--- src/sv/rwh_pkg.sv ---
// rwh_pkg: shared constants, register indexes, controller states and the
// command/status structs of the rolling window hash unit
// no dependencies
`default_nettype none

package rwh_pkg;

    // hash arithmetic
    localparam int          HASH_W       = 25;
    localparam logic [24:0] BIG_PRIME    = 25'd32000011;

    // configuration port
    localparam int CFG_IDX_W  = 3;
    localparam int CFG_DATA_W = 25;
    localparam int WIN_LEN_W  = 7;
    localparam int SHIFT_W    = 4;

    localparam logic [CFG_IDX_W-1:0] REG_WINDOW_LEN  = 3'd0;
    localparam logic [CFG_IDX_W-1:0] REG_SHIFT_BITS  = 3'd1;
    localparam logic [CFG_IDX_W-1:0] REG_BUCKET_MOD  = 3'd2;
    localparam logic [CFG_IDX_W-1:0] REG_DROP_FACTOR = 3'd3;

    localparam logic [WIN_LEN_W-1:0] RST_WINDOW_LEN  = 7'd4;
    localparam logic [SHIFT_W-1:0]   RST_SHIFT_BITS  = 4'd1;
    localparam logic [HASH_W-1:0]    RST_BUCKET_MOD  = 25'd20011;
    localparam logic [HASH_W-1:0]    RST_DROP_FACTOR = 25'd8;

    // parameter defaults
    localparam int DEF_MAX_WINDOW  = 64;
    localparam int DEF_SYMBOL_BITS = 8;

    // step counter: holds HASH_W, symbol bits (<= 31) and shift amount
    localparam int CNT_W = $clog2(HASH_W + 1);

    typedef enum logic [2:0] {
        ST_IDLE,
        ST_CHECK,
        ST_DROP,
        ST_SUB,
        ST_SHIFT,
        ST_ADD,
        ST_BUCKET,
        ST_DONE
    } rwh_state_t;

    typedef struct packed {
        logic capture;
        logic fetch;
        logic drop_step;
        logic drop_sub;
        logic shift_step;
        logic add_term;
        logic bucket_step;
        logic out_load;
    } rwh_cmd_t;

    typedef struct packed {
        logic               full;
        logic [SHIFT_W-1:0] shift_amt;
        logic               out_free;
    } rwh_status_t;

endpackage

`default_nettype wire

--- src/sv/rwh_ctrl.sv ---
// rwh_ctrl: sequencer of the rolling window hash unit, steps the bit-serial
// datapath through drop, shift, add and bucket phases
// depends on rwh_pkg
`default_nettype none

module rwh_ctrl #(
    parameter int SYMBOL_BITS = rwh_pkg::DEF_SYMBOL_BITS
) (
    input  wire logic                 aclk,
    input  wire logic                 aresetn,
    input  wire logic                 s_valid,
    output logic                      s_ready,
    input  wire rwh_pkg::rwh_status_t status,
    output rwh_pkg::rwh_cmd_t         cmd
);

    rwh_pkg::rwh_state_t state_reg, state_next;
    logic [rwh_pkg::CNT_W-1:0] cnt_reg, cnt_next;

    always_ff @(posedge aclk) begin
        if (!aresetn) begin
            state_reg <= rwh_pkg::ST_IDLE;
            cnt_reg   <= '0;
        end else begin
            state_reg <= state_next;
            cnt_reg   <= cnt_next;
        end
    end

    // next state
    always_comb begin
        state_next = state_reg;
        unique case (state_reg)
            rwh_pkg::ST_IDLE: begin
                if (s_valid) state_next = rwh_pkg::ST_CHECK;
            end
            rwh_pkg::ST_CHECK: begin
                state_next = status.full ? rwh_pkg::ST_DROP : rwh_pkg::ST_SHIFT;
            end
            rwh_pkg::ST_DROP: begin
                if (cnt_reg == rwh_pkg::CNT_W'(1)) state_next = rwh_pkg::ST_SUB;
            end
            rwh_pkg::ST_SUB: begin
                state_next = rwh_pkg::ST_SHIFT;
            end
            rwh_pkg::ST_SHIFT: begin
                if (cnt_reg == '0) state_next = rwh_pkg::ST_ADD;
            end
            rwh_pkg::ST_ADD: begin
                state_next = rwh_pkg::ST_BUCKET;
            end
            rwh_pkg::ST_BUCKET: begin
                if (cnt_reg == rwh_pkg::CNT_W'(1)) state_next = rwh_pkg::ST_DONE;
            end
            rwh_pkg::ST_DONE: begin
                if (status.out_free) state_next = rwh_pkg::ST_IDLE;
            end
            default: state_next = rwh_pkg::ST_IDLE;
        endcase
    end

    // commands
    always_comb begin
        cmd     = '0;
        s_ready = 1'b0;
        unique case (state_reg)
            rwh_pkg::ST_IDLE: begin
                s_ready     = 1'b1;
                cmd.capture = s_valid;
            end
            rwh_pkg::ST_CHECK:  cmd.fetch       = status.full;
            rwh_pkg::ST_DROP:   cmd.drop_step   = 1'b1;
            rwh_pkg::ST_SUB:    cmd.drop_sub    = 1'b1;
            rwh_pkg::ST_SHIFT:  cmd.shift_step  = (cnt_reg != '0);
            rwh_pkg::ST_ADD:    cmd.add_term    = 1'b1;
            rwh_pkg::ST_BUCKET: cmd.bucket_step = 1'b1;
            rwh_pkg::ST_DONE:   cmd.out_load    = status.out_free;
            default: cmd = '0;
        endcase
    end

    // step counter
    always_comb begin
        cnt_next = cnt_reg;
        unique case (state_reg) inside
            rwh_pkg::ST_CHECK: begin
                cnt_next = status.full ? rwh_pkg::CNT_W'(SYMBOL_BITS)
                                       : rwh_pkg::CNT_W'(status.shift_amt);
            end
            rwh_pkg::ST_SUB:    cnt_next = rwh_pkg::CNT_W'(status.shift_amt);
            rwh_pkg::ST_ADD:    cnt_next = rwh_pkg::CNT_W'(rwh_pkg::HASH_W);
            rwh_pkg::ST_DROP,
            rwh_pkg::ST_BUCKET: cnt_next = cnt_reg - rwh_pkg::CNT_W'(1);
            rwh_pkg::ST_SHIFT: begin
                if (cnt_reg != '0) cnt_next = cnt_reg - rwh_pkg::CNT_W'(1);
            end
            default: cnt_next = cnt_reg;
        endcase
    end

endmodule

`default_nettype wire

--- src/sv/rwh_datapath.sv ---
// rwh_datapath: configuration registers, symbol window memory, running hash,
// bit-serial modular multiply and bucket remainder units, result register
// depends on rwh_pkg
`default_nettype none

module rwh_datapath #(
    parameter int MAX_WINDOW  = rwh_pkg::DEF_MAX_WINDOW,
    parameter int SYMBOL_BITS = rwh_pkg::DEF_SYMBOL_BITS
) (
    input  wire logic                             aclk,
    input  wire logic                             aresetn,
    input  wire logic                             cfg_valid,
    input  wire logic [rwh_pkg::CFG_IDX_W-1:0]    cfg_index,
    input  wire logic [rwh_pkg::CFG_DATA_W-1:0]   cfg_data,
    input  wire logic [SYMBOL_BITS-1:0]           s_symbol,
    input  wire logic                             s_start_word,
    input  wire rwh_pkg::rwh_cmd_t                cmd,
    output rwh_pkg::rwh_status_t                  status,
    input  wire logic                             m_ready,
    output logic                                  m_valid,
    output logic                                  m_hash_valid,
    output logic [rwh_pkg::HASH_W-1:0]            m_big_hash,
    output logic [rwh_pkg::HASH_W-1:0]            m_bucket
);

    localparam int HW = rwh_pkg::HASH_W;
    localparam int AW = (MAX_WINDOW > 1) ? $clog2(MAX_WINDOW) : 1;
    localparam int LW = $clog2(MAX_WINDOW + 1);
    localparam int DW = LW + 1;

    localparam logic [HW:0] PRIME_X = {1'b0, rwh_pkg::BIG_PRIME};

    // configuration
    logic [rwh_pkg::WIN_LEN_W-1:0] win_len_reg;
    logic [rwh_pkg::SHIFT_W-1:0]   shift_bits_reg;
    logic [HW-1:0]                 bucket_mod_reg;
    logic [HW-1:0]                 drop_factor_reg;

    // window and hash state
    logic [SYMBOL_BITS-1:0] win_mem [MAX_WINDOW];
    logic [AW-1:0]          wp_reg;
    logic [LW-1:0]          seen_reg;
    logic [HW-1:0]          hash_reg, hash_next;
    logic                   full_reg;
    logic                   hv_reg;
    logic [SYMBOL_BITS-1:0] sym_reg;
    logic [SYMBOL_BITS-1:0] rd_reg;
    logic [SYMBOL_BITS-1:0] term_sr_reg;
    logic [HW-1:0]          acc_reg;
    logic [HW-1:0]          div_sr_reg;
    logic [HW-1:0]          rem_reg;

    // result register
    logic          m_valid_reg;
    logic          m_hash_valid_reg;
    logic [HW-1:0] m_big_hash_reg;
    logic [HW-1:0] m_bucket_reg;

    logic [LW-1:0]          len_eff;
    logic [DW-1:0]          wp_x, len_x, ra_x;
    logic [AW-1:0]          rd_addr;
    logic [AW-1:0]          wp_inc;
    logic [LW-1:0]          seen_next;
    logic [SYMBOL_BITS-1:0] term_new, term_old;
    logic [HW-1:0]          df_eff;
    logic [HW:0]            acc_dbl, acc_sum;
    logic [HW-1:0]          acc_dbl_red, acc_next;
    logic [HW:0]            h_dbl, h_sum, h_drop;
    logic [HW-1:0]          h_dbl_red, h_sum_red;
    logic [HW:0]            rem_sh, rem_sub, mod_x;
    logic [HW-1:0]          rem_next;

    always_ff @(posedge aclk) begin
        if (!aresetn) begin
            win_len_reg     <= rwh_pkg::RST_WINDOW_LEN;
            shift_bits_reg  <= rwh_pkg::RST_SHIFT_BITS;
            bucket_mod_reg  <= rwh_pkg::RST_BUCKET_MOD;
            drop_factor_reg <= rwh_pkg::RST_DROP_FACTOR;
        end else if (cfg_valid) begin
            unique case (cfg_index)
                rwh_pkg::REG_WINDOW_LEN:  win_len_reg     <= cfg_data[rwh_pkg::WIN_LEN_W-1:0];
                rwh_pkg::REG_SHIFT_BITS:  shift_bits_reg  <= cfg_data[rwh_pkg::SHIFT_W-1:0];
                rwh_pkg::REG_BUCKET_MOD:  bucket_mod_reg  <= cfg_data[HW-1:0];
                rwh_pkg::REG_DROP_FACTOR: drop_factor_reg <= cfg_data[HW-1:0];
                default: ;
            endcase
        end
    end

    // window length clamped to 1..MAX_WINDOW
    always_comb begin
        if (win_len_reg == '0)
            len_eff = LW'(1);
        else if (int'(win_len_reg) > MAX_WINDOW)
            len_eff = LW'(MAX_WINDOW);
        else
            len_eff = LW'(win_len_reg);
    end

    // oldest symbol of the window sits len_eff writes behind the write pointer
    assign wp_x    = DW'(wp_reg);
    assign len_x   = DW'(len_eff);
    assign ra_x    = (wp_x >= len_x) ? (wp_x - len_x)
                                     : (wp_x + DW'(MAX_WINDOW) - len_x);
    assign rd_addr = ra_x[AW-1:0];
    assign wp_inc  = (int'(wp_reg) == MAX_WINDOW - 1) ? '0 : wp_reg + AW'(1);

    assign seen_next = s_start_word ? LW'(1)
                     : ((int'(seen_reg) == MAX_WINDOW) ? seen_reg : seen_reg + LW'(1));

    // symbol memory, read before write on the same request
    always_ff @(posedge aclk) begin
        if (cmd.capture) begin
            win_mem[wp_reg] <= s_symbol;
            rd_reg          <= win_mem[rd_addr];
            sym_reg         <= s_symbol;
        end
    end

    assign term_new = (sym_reg == '0) ? '0 : sym_reg - SYMBOL_BITS'(1);
    assign term_old = (rd_reg == '0) ? '0 : rd_reg - SYMBOL_BITS'(1);

    // drop term: (oldest - 1) * drop_factor mod P, one multiplier bit a cycle
    assign df_eff      = (drop_factor_reg >= rwh_pkg::BIG_PRIME)
                       ? drop_factor_reg - rwh_pkg::BIG_PRIME : drop_factor_reg;
    assign acc_dbl     = {acc_reg, 1'b0};
    assign acc_dbl_red = (acc_dbl >= PRIME_X) ? HW'(acc_dbl - PRIME_X) : acc_dbl[HW-1:0];
    assign acc_sum     = {1'b0, acc_dbl_red}
                       + (term_sr_reg[SYMBOL_BITS-1] ? {1'b0, df_eff} : '0);
    assign acc_next    = (acc_sum >= PRIME_X) ? HW'(acc_sum - PRIME_X) : acc_sum[HW-1:0];

    // hash updates
    assign h_dbl     = {hash_reg, 1'b0};
    assign h_dbl_red = (h_dbl >= PRIME_X) ? HW'(h_dbl - PRIME_X) : h_dbl[HW-1:0];
    assign h_sum     = {1'b0, hash_reg} + (HW + 1)'(term_new);
    assign h_sum_red = (h_sum >= PRIME_X) ? HW'(h_sum - PRIME_X) : h_sum[HW-1:0];
    assign h_drop    = (hash_reg >= acc_reg) ? {1'b0, hash_reg - acc_reg}
                                             : {1'b0, hash_reg} + PRIME_X - {1'b0, acc_reg};

    always_comb begin
        hash_next = hash_reg;
        if (cmd.capture && s_start_word) hash_next = '0;
        if (cmd.drop_sub)                hash_next = h_drop[HW-1:0];
        if (cmd.shift_step)              hash_next = h_dbl_red;
        if (cmd.add_term)                hash_next = h_sum_red;
    end

    // bucket: restoring remainder, one dividend bit a cycle
    assign mod_x    = {1'b0, bucket_mod_reg};
    assign rem_sh   = {rem_reg, div_sr_reg[HW-1]};
    assign rem_sub  = rem_sh - mod_x;
    assign rem_next = (rem_sh >= mod_x) ? rem_sub[HW-1:0] : rem_sh[HW-1:0];

    always_ff @(posedge aclk) begin
        if (!aresetn) begin
            wp_reg   <= '0;
            seen_reg <= '0;
            hash_reg <= '0;
            full_reg <= 1'b0;
        end else begin
            hash_reg <= hash_next;
            if (cmd.capture) begin
                wp_reg   <= wp_inc;
                seen_reg <= seen_next;
                full_reg <= !s_start_word && (seen_reg >= len_eff);
            end
        end
    end

    always_ff @(posedge aclk) begin
        if (cmd.capture) begin
            hv_reg  <= (seen_next >= len_eff);
            acc_reg <= '0;
        end
        if (cmd.fetch)     term_sr_reg <= term_old;
        if (cmd.drop_step) begin
            acc_reg     <= acc_next;
            term_sr_reg <= {term_sr_reg[SYMBOL_BITS-2:0], 1'b0};
        end
        if (cmd.add_term) begin
            div_sr_reg <= h_sum_red;
            rem_reg    <= '0;
        end
        if (cmd.bucket_step) begin
            rem_reg    <= rem_next;
            div_sr_reg <= {div_sr_reg[HW-2:0], 1'b0};
        end
    end

    always_ff @(posedge aclk) begin
        if (!aresetn) begin
            m_valid_reg <= 1'b0;
        end else if (cmd.out_load) begin
            m_valid_reg <= 1'b1;
        end else if (m_ready) begin
            m_valid_reg <= 1'b0;
        end
    end

    always_ff @(posedge aclk) begin
        if (cmd.out_load) begin
            m_hash_valid_reg <= hv_reg;
            m_big_hash_reg   <= hash_reg;
            m_bucket_reg     <= (bucket_mod_reg == '0) ? hash_reg : rem_reg;
        end
    end

    assign status.full      = full_reg;
    assign status.shift_amt = shift_bits_reg;
    assign status.out_free  = !m_valid_reg || m_ready;

    assign m_valid      = m_valid_reg;
    assign m_hash_valid = m_hash_valid_reg;
    assign m_big_hash   = m_big_hash_reg;
    assign m_bucket     = m_bucket_reg;

endmodule

`default_nettype wire

--- src/sv/rolling_window_hash_unit.sv ---
// sequence: capture, then once the window is full a bit-serial drop multiply,
// one doubling per shift bit, the term add and a 25-step bucket remainder; the
// next request can be taken in the cycle after the result register is loaded,
// while that result may still wait downstream
// reset: synchronous active-low aresetn clears hash, fill count, handshakes and
// loads default register values; the symbol memory needs no clearing
`default_nettype none

module rolling_window_hash_unit #(
    parameter int MAX_WINDOW  = rwh_pkg::DEF_MAX_WINDOW,
    parameter int SYMBOL_BITS = rwh_pkg::DEF_SYMBOL_BITS
) (
    input  wire logic                           aclk,
    input  wire logic                           aresetn,
    input  wire logic                           cfg_valid,
    output logic                                cfg_ready,
    input  wire logic [rwh_pkg::CFG_IDX_W-1:0]  cfg_index,
    input  wire logic [rwh_pkg::CFG_DATA_W-1:0] cfg_data,
    input  wire logic                           s_valid,
    output logic                                s_ready,
    input  wire logic [SYMBOL_BITS-1:0]         s_symbol,
    input  wire logic                           s_start_word,
    output logic                                m_valid,
    input  wire logic                           m_ready,
    output logic                                m_hash_valid,
    output logic [rwh_pkg::HASH_W-1:0]          m_big_hash,
    output logic [rwh_pkg::HASH_W-1:0]          m_bucket
);

    rwh_pkg::rwh_cmd_t    cmd;
    rwh_pkg::rwh_status_t status;

    assign cfg_ready = 1'b1;

    rwh_ctrl #(
        .SYMBOL_BITS (SYMBOL_BITS)
    ) u_ctrl (
        .aclk    (aclk),
        .aresetn (aresetn),
        .s_valid (s_valid),
        .s_ready (s_ready),
        .status  (status),
        .cmd     (cmd)
    );

    rwh_datapath #(
        .MAX_WINDOW  (MAX_WINDOW),
        .SYMBOL_BITS (SYMBOL_BITS)
    ) u_datapath (
        .aclk         (aclk),
        .aresetn      (aresetn),
        .cfg_valid    (cfg_valid),
        .cfg_index    (cfg_index),
        .cfg_data     (cfg_data),
        .s_symbol     (s_symbol),
        .s_start_word (s_start_word),
        .cmd          (cmd),
        .status       (status),
        .m_ready      (m_ready),
        .m_valid      (m_valid),
        .m_hash_valid (m_hash_valid),
        .m_big_hash   (m_big_hash),
        .m_bucket     (m_bucket)
    );

    // one request in flight at a time
    a_one_request: assert property (@(posedge aclk) disable iff (!aresetn)
        (s_valid && s_ready) |=> !s_ready)
        else $error("request taken while another is in progress");

    // never overwrite a result that has not been taken
    a_no_overwrite: assert property (@(posedge aclk) disable iff (!aresetn)
        cmd.out_load |-> (!m_valid || m_ready))
        else $error("result register overwritten");

    a_one_cmd: assert property (@(posedge aclk) disable iff (!aresetn)
        $onehot0(cmd))
        else $error("more than one datapath command at once");

    a_hash_reduced: assert property (@(posedge aclk) disable iff (!aresetn)
        m_valid |-> (m_big_hash < rwh_pkg::BIG_PRIME))
        else $error("hash not reduced below the prime");

endmodule

`default_nettype wire
--- config.mk ---
export PLATFORM = sky130hd
export DESIGN_NAME = rolling_window_hash_unit
export DESIGN_NICKNAME = d
export VERILOG_FILES = /design/src/sv/rwh_pkg.sv /design/src/sv/rwh_ctrl.sv /design/src/sv/rwh_datapath.sv /design/src/sv/rolling_window_hash_unit.sv
export SDC_FILE = /design/constraint.sdc
export NUM_CORES = 1
export LEC_CHECK = 0
export BUFFER_PORTS_ARGS = -buffer_cell sky130_fd_sc_hd__buf_2
export CORE_UTILIZATION = 45
export CTS_CLUSTER_DIAMETER = 150
export DETAILED_ROUTE_END_ITERATION = 6
export PLACE_DENSITY = 0.68
export SETUP_SLACK_MARGIN = 0.2
export SKIP_LAST_GASP = 1
export SYNTH_ARGS = -nofsm -noshare
export SYNTH_HDL_FRONTEND = slang
export SYNTH_SLANG_ARGS = --single-unit
--- constraint.sdc ---
create_clock -name aclk -period 9.5 [get_ports aclk]
set_input_delay 1.9 -clock aclk [delete_from_list [all_inputs] [get_ports aclk]]
set_output_delay 1.9 -clock aclk [all_outputs]
set_load 0.005 [all_outputs]
; ---- Word level (Yosys, flattened, before mapping)
; Memory sizes are Yosys's and may differ from the RTL's. A register that Yosys moved wholly into a read port is not among the register bits.
; Index checks and enable logic that the tools add are counted.
[word_totals]
out_inout_bits = 54
elab_cells = 150
reg_bits = 252
ram_bits = 512
memories = 1
in_bits = 42
[classes]
magnitude_cmp = 11
eq_ne = 19
reduce_logical = 26
n_mux = 52
addsub = 19
[memory_table]
columns = name, words, width, read_ports, rd_clocked_by_memory_dff, wr, line
row1 = u_datapath.win_mem, 64, 8, 1, 1, 1, rwh_datapath.sv:40  ; logic [SYMBOL_BITS-1:0] win_mem [MAX_WINDOW];
[ops]
columns = cell, count
row1 = $mux 25, 19
row2 = $sub 25x25->25 const B, 5
row3 = $ge 26x25->1 const B, 4
row4 = $sub 25x25->25, 3
row5 = $mux 8, 4
row6 = $mux 7, 4
row7 = $add 25x25->26, 1
row8 = $add 25x8->26, 1
row9 = $ge 26x25->1, 1
row10 = $add 25x25->25 const B, 1
row11 = $ge 25x25->1, 1
row12 = $ge 25x25->1 const B, 1
row13 = $logic_not 25->1, 1
row14 = $pmux 5 s5, 1
row15 = $pmux 3 s8, 1
row16 = $mux 3, 6
row17 = $logic_not 8->1, 2
row18 = $sub 8x1->8 const B, 2
row19 = $ge 7x7->1, 2
row20 = $mux 1, 13
row21 = $add 6x1->6 const B, 2
row22 = $eq 3x2->1 const B, 4
row23 = $eq 3x3->1 const B, 4
row24 = $mux 6, 2
row25 = other kinds (25), 42

; ---- Depth between registers and ports, before layout
[depth]
depth_word = 7
ltp_mapped = 28
depth_no_buf = 24

; ---- Modules after synthesis
; Synthesis repeated with hierarchy kept, for this count alone.
[hier_totals]
hier_cells = 3368
hier_area_um2 = 41317.1
[modules_own_cells]
columns = mod, n_inst, seq_area_each_um2, area_per_inst_um2, cells_each
row1 = rwh_datapath, 1, 21911.0, 40649.0, 3277
row2 = rwh_ctrl, 1, 160.2, 656.9, 89
row3 = rolling_window_hash_unit, 1, 0.0, 11.3, 2

; ---- Worst setup path after synthesis
; OpenSTA, ideal clock, no wires.
[synth_timing]
kind = flip-flop to flip-flop
from = register u_datapath.acc_reg[5]
to = register u_datapath.acc_reg[1], data pin
setup_ps = 266
t_arrival_ps = 6322
stages_incl_launch_ff = 27
slack_ps = 2912
path_cell_list = edfxtp_1 > or3_1 > or4_1 > o31ai_1 > a21oi_1 > o21ai_0 > a2111oi_0 > a21oi_1 > inv_1 > nand2_1 > nor4_1 > xnor2_1 > ha_1 > buf_2 > a21o_1 > a221o_1 > and2_1 > or4b_1 > and3b_1 > nor2_1 > o22ai_1 > o41a_2 > a21boi_2 > buf_4 > buf_6 > mux2i_1 > nor2_1
[synth_via]
elab_chain_cells = 6
word_cells_on_any_way = 8
classes_between = add/sub: 3 / order compare: 2 / mux: 3
[synth_rtl]
columns = item, line
row1 = start: declaration, rwh_datapath.sv:49  ; logic [HW-1:0] acc_reg;
row2 = start signal: assignment, rwh_datapath.sv:177  ; acc_reg <= acc_next;
row3 = $ge 26x25->1 / $sub 25x25->25 (equally long branches), rwh_datapath.sv:127  ; assign acc_dbl_red = (acc_dbl >= PRIME_X) ? HW'(acc_dbl - PRIME_X) : acc_dbl[HW-1:0];
row4 = $mux 25 *, rwh_datapath.sv:127
row5 = $add 25x25->26 *, rwh_datapath.sv:129  ; + (term_sr_reg[SYMBOL_BITS-1] ? {1'b0, df_eff} : '0);
row6 = $sub 25x25->25 / $ge 26x25->1 (equally long branches), rwh_datapath.sv:130  ; assign acc_next = (acc_sum >= PRIME_X) ? HW'(acc_sum - PRIME_X) : acc_sum[HW-1:0];
row7 = $mux 25 *, rwh_datapath.sv:130
row8 = $mux 25 *, rwh_datapath.sv:176  ; if (cmd.drop_step) begin
; Mark *: on every way between the ends. The rest lies on a longest branch, timed or not.
; A chain may end at the register's enable or synchronous reset.

; ---- Final worst setup path
[layout_timing]
from = register u_datapath.acc_reg[5]
to = register u_datapath.acc_reg[17], data pin
[layout_via]
elab_chain_cells = 6
word_cells_on_any_way = 8
classes_between = add/sub: 3 / order compare: 2 / mux: 3
[layout_rtl]
columns = item, line
row1 = $sub 25x25->25 / $ge 26x25->1 (equally long branches), rwh_datapath.sv:127
row2 = $mux 25 *, rwh_datapath.sv:127
row3 = $add 25x25->26 *, rwh_datapath.sv:129
row4 = $sub 25x25->25 / $ge 26x25->1 (equally long branches), rwh_datapath.sv:130
row5 = $mux 25 *, rwh_datapath.sv:130
row6 = $mux 25 *, rwh_datapath.sv:176
; Marked as above.

==> results.md <==
* Setup TNS Final at 0 ns
* Cts bufs inserted at just under 80
* CP peak stage delay at 0.74 ns
* CTS tree: done
* Routability Congestion at roughly 0.95
* CTS sink cnt at between 700 and 800
* CTS Buffer Depth at 3
* Max_cap viols at 0
* Largest area contributor in the netlist: edfxtp_1
* First-pass iteration count of the detailed router at 7
* RR Startpoint: u_datapath.acc_reg[5]
* Hold depth at 0
* Reg clk slew, reported paths at 0.06 ns
* IO Count at 96
* Worst Tran Pin Value at 1.15 ns
* Number of routed nets with antenna violations at 0
* Post-Syn Area per Cell at about 12 µm²
* DIE AREA at approximately 90,000 µm²
* Mapped Cells at between 3,000 and 4,000
* Routed Wire Length at a little over 100 mm
* Worst path slowest cell: a21oi_1
* GRT overflow at 0
* Flop-to-flop setup slack at 1.15 ns
* Final hold vios at 0
* Setup CP Type: reg2reg
* Synth area leaders: edfxtp_1 (50%), mux4_2 (9.0%), dfxtp_1 (5.6%)
* Xor/xnor share of the synthesized area at 0.0436
* Post-Synth Simple-Gate Area at 0.112
* Worst min path class: reg2reg
* Worst-path cell chain: or3_1 -> or4_1 -> o31ai_1 -> a21oi_1 -> o21ai_0 -> a2111oi_0 -> a21oi_1 -> inv_1 -> nand2_1 -> nor4_1 -> xnor2_1 -> ha_1 -> a21o_1 -> a221o_1 -> and2_1 -> or4b_1 -> a21boi_1 -> nor2_1 -> o22ai_1 -> o41a_2 -> a21boi_2 -> buf_4 -> or4b_2 -> a21oi_1
* Pwr per Cell Area at around 210 nW/µm²
* Die width at roughly 300 µm
* Pleak at 0.0153 µW
* Routed wire per std cell at ~23 µm
* Slew HR at 0.233
* Initial Utilization at 0.457
* Crit path from: u_datapath.acc_reg[5]
* Die height at ~300 µm
* Post-Synth Adder-Cell Area at 0.0571
* Distinct cells, synth at 95
* Global-route wire length before repair at 157 mm
* Layout cell share with drive strength beyond 1 at 0.143
* Most common cell on crit path: a21oi_1
* Mapped Area at approximately 40,000 µm²
* Hold_sp: u_datapath.hv_reg
* Initial detailed-routing violation count at 2,516
* Required time worst endpoint at approximately 10 ns
* Delay-heaviest family, CP: compound AO/OA/AOI/OAI gates
* Reg with most FFs: u_datapath.win_mem
* Via count at between 20,000 and 30,000
* Root Buffer: clkbuf_16
* Max VDD drop at 0.000177 V
* EDFF count, synth at around 660
* Post-DP HPWL at just over 70 mm
* Post-CTS setup repair buffer count at 0
* Final setup vio count at 0
* Vias per inst at between 5 and 6
* Net Count, Synth at 3,415
* Area share of the largest cell type after synthesis at 0.496
* Warnings, synthesis at 0
* RSZ-0062 raised after global routing: no
* NumNets Final at 3,493
* Vias in the first global route at approximately 26,000
* Max FFs per register at around 510
* Min Tclk post-route at approximately 8.3 ns
* Crit path buf inv count at 2
* Critical path launch point type: flip-flop
* Hold-fix buffers, CTS at 0
* Largest net degree at the start of global routing at between 90 and 100
* Final-report max-slew violation count at 0
* Critical path fanouts, max at 30
* Gr usage total at 0.229
* Post-CTS Resized at 0
* Main flop type after synthesis: edfxtp_1
* Final period util at 0.879
* Status: complete, no violations
* Main combinational cell family by area after synthesis: simple AND/OR/NAND/NOR gates
* Core Region at 87,400 µm²
* Multiplexer share of the synthesized area at 0.108
* Hold WS at 0.428 ns
* Synth Area in Compound Gates at 0.100
* Core Rows at between 100 and 150
* Htree depth at 3
* Latest clock arrival within the worst-skew pair at ~0.66 ns
* Asr flop ratio synth at 0
* Clock Skew at around 0.031 ns
* Endpoint, Worst Hold: u_datapath.m_hash_valid
* RR Endpoint: u_datapath.acc_reg[17]
* Worst setup EP type: flip-flop
* Initial antenna violation count at 11
* Area growth syn-to-layout at 10.8%
* FF-to-FF path depth at 24
* Top cells by count, synth: edfxtp_1 (661), nand2_1 (312), nor2_1 (244), a21oi_1 (193), mux4_2 (160)
* Fmax at about 120 MHz
* Critical path arrival at approximately 8.8 ns
* Post-route DRC at 0
* Dominant cell by count in the synthesized netlist: edfxtp_1
* I/O Buffers at 94
* Synthesis-stage register bit count at just under 800
* Seq/Total Area, Yosys at 0.552
## metrics by stage
| step | total power [µW] | setup WS [ns] | std cells | area, µm² | util |
|---|---|---|---|---|---|
| 4_1_cts | 9200 | 1.39 | 4503 | 44300 | 0.507 |
| 2_1_floorplan | 5530 | 2.91 | 3203 | 40000 | - |
| 3_5_place_dp | 6120 | 1.42 | 4355 | 41700 | 0.477 |
| 6_report | 9180 | 1.15 | 4508 | 44300 | 0.507 |
| 5_1_grt | 9540 | 0.767 | 4506 | 44300 | 0.507 |
| 3_3_place_gp | 6100 | 1.59 | 4355 | 41700 | 0.477 |
## worst max path at each step
| stage | endpoint | depth (start not counted) |
|---|---|---|
| after CTS | u_datapath.acc_reg[17] | 24 |
| final | u_datapath.acc_reg[17] | 24 |
| after global routing | u_datapath.acc_reg[17] | 24 |
| after detailed placement | u_datapath.acc_reg[1] | 24 |
| after global placement | u_datapath.acc_reg[1] | 24 |
| after floorplan | u_datapath.acc_reg[1] | 26 |
## per-layer routing
metal / GRT usage / up-vias / part of all wire
met2: 0.371 / 1032 / 0.47
met5: 0 / - / 0.00068
li1: - / 12300 / -
met3: 0.0429 / 190 / 0.075
met4: 0.0794 / 10 / 0.031
met1: 0.308 / 13200 / 0.42
## cells in the final DEF, fill, tap and decap left out, drive strengths merged, types with 26 or more instances in the layout
| cell | n |
|---|---|
| edfxtp | 661 |
| nand2 | 312 |
| nor2 | 244 |
| a21oi | 193 |
| mux4 | 160 |
| ha | 149 |
| inv | 149 |
| xnor2 | 144 |
| buf | 131 |
| o21ai | 122 |
| dfxtp | 111 |
| clkbuf | 95 |
| nand3 | 72 |
| xor2 | 54 |
| nor3 | 53 |
| clkinv | 40 |
| mux2i | 39 |
| nand2b | 38 |
| a21o | 38 |
| or3 | 34 |
| a211oi | 34 |
| and2 | 29 |
| mux2 | 28 |
| o211ai | 28 |
| nor4 | 27 |
| nor2b | 26 |
## final cells by class
class	instances	area (µm²)
antenna	5	12.5
clock inverter	53	492
clock buffer	95	2090
sequential	772	22100
inverter	146	548
fill	7452	43100
multi-input combinational	2151	16900
timing repair buffer	131	761
tap	1155	1450
## power by group
| group | leakage (µW) | internal [µW] | switching (µW) | total [µW] |
|---|---|---|---|---|
| registers | 0.00690 | 3790 | 110 | 3900 |
| clock network | 0.00125 | 1750 | 1350 | 3100 |
| logic | 0.00716 | 896 | 1280 | 2180 |
| total | 0.0153 | 6430 | 2740 | 9180 |
## worst register-to-register path, delay by kind of cell (launching register included)
kind            cells  cell delay, ns
fa+ha+maj           1            0.37
buf+inv             2            0.72
compound gates     12            3.71
xor+xnor            1            0.20
simple gates        8            2.74
flops               1            0.46
## logic make-up after synthesis
logic type,Yosys count
buffers and inverters,280
other,1
adders and majority gates,170
xor gates and xnor gates,198
muxes,227
and+or+nand+nor,941
DFF,772
AOI/OAI and AO/OA,614
Note: power is estimated with default switching activity, not from simulation.
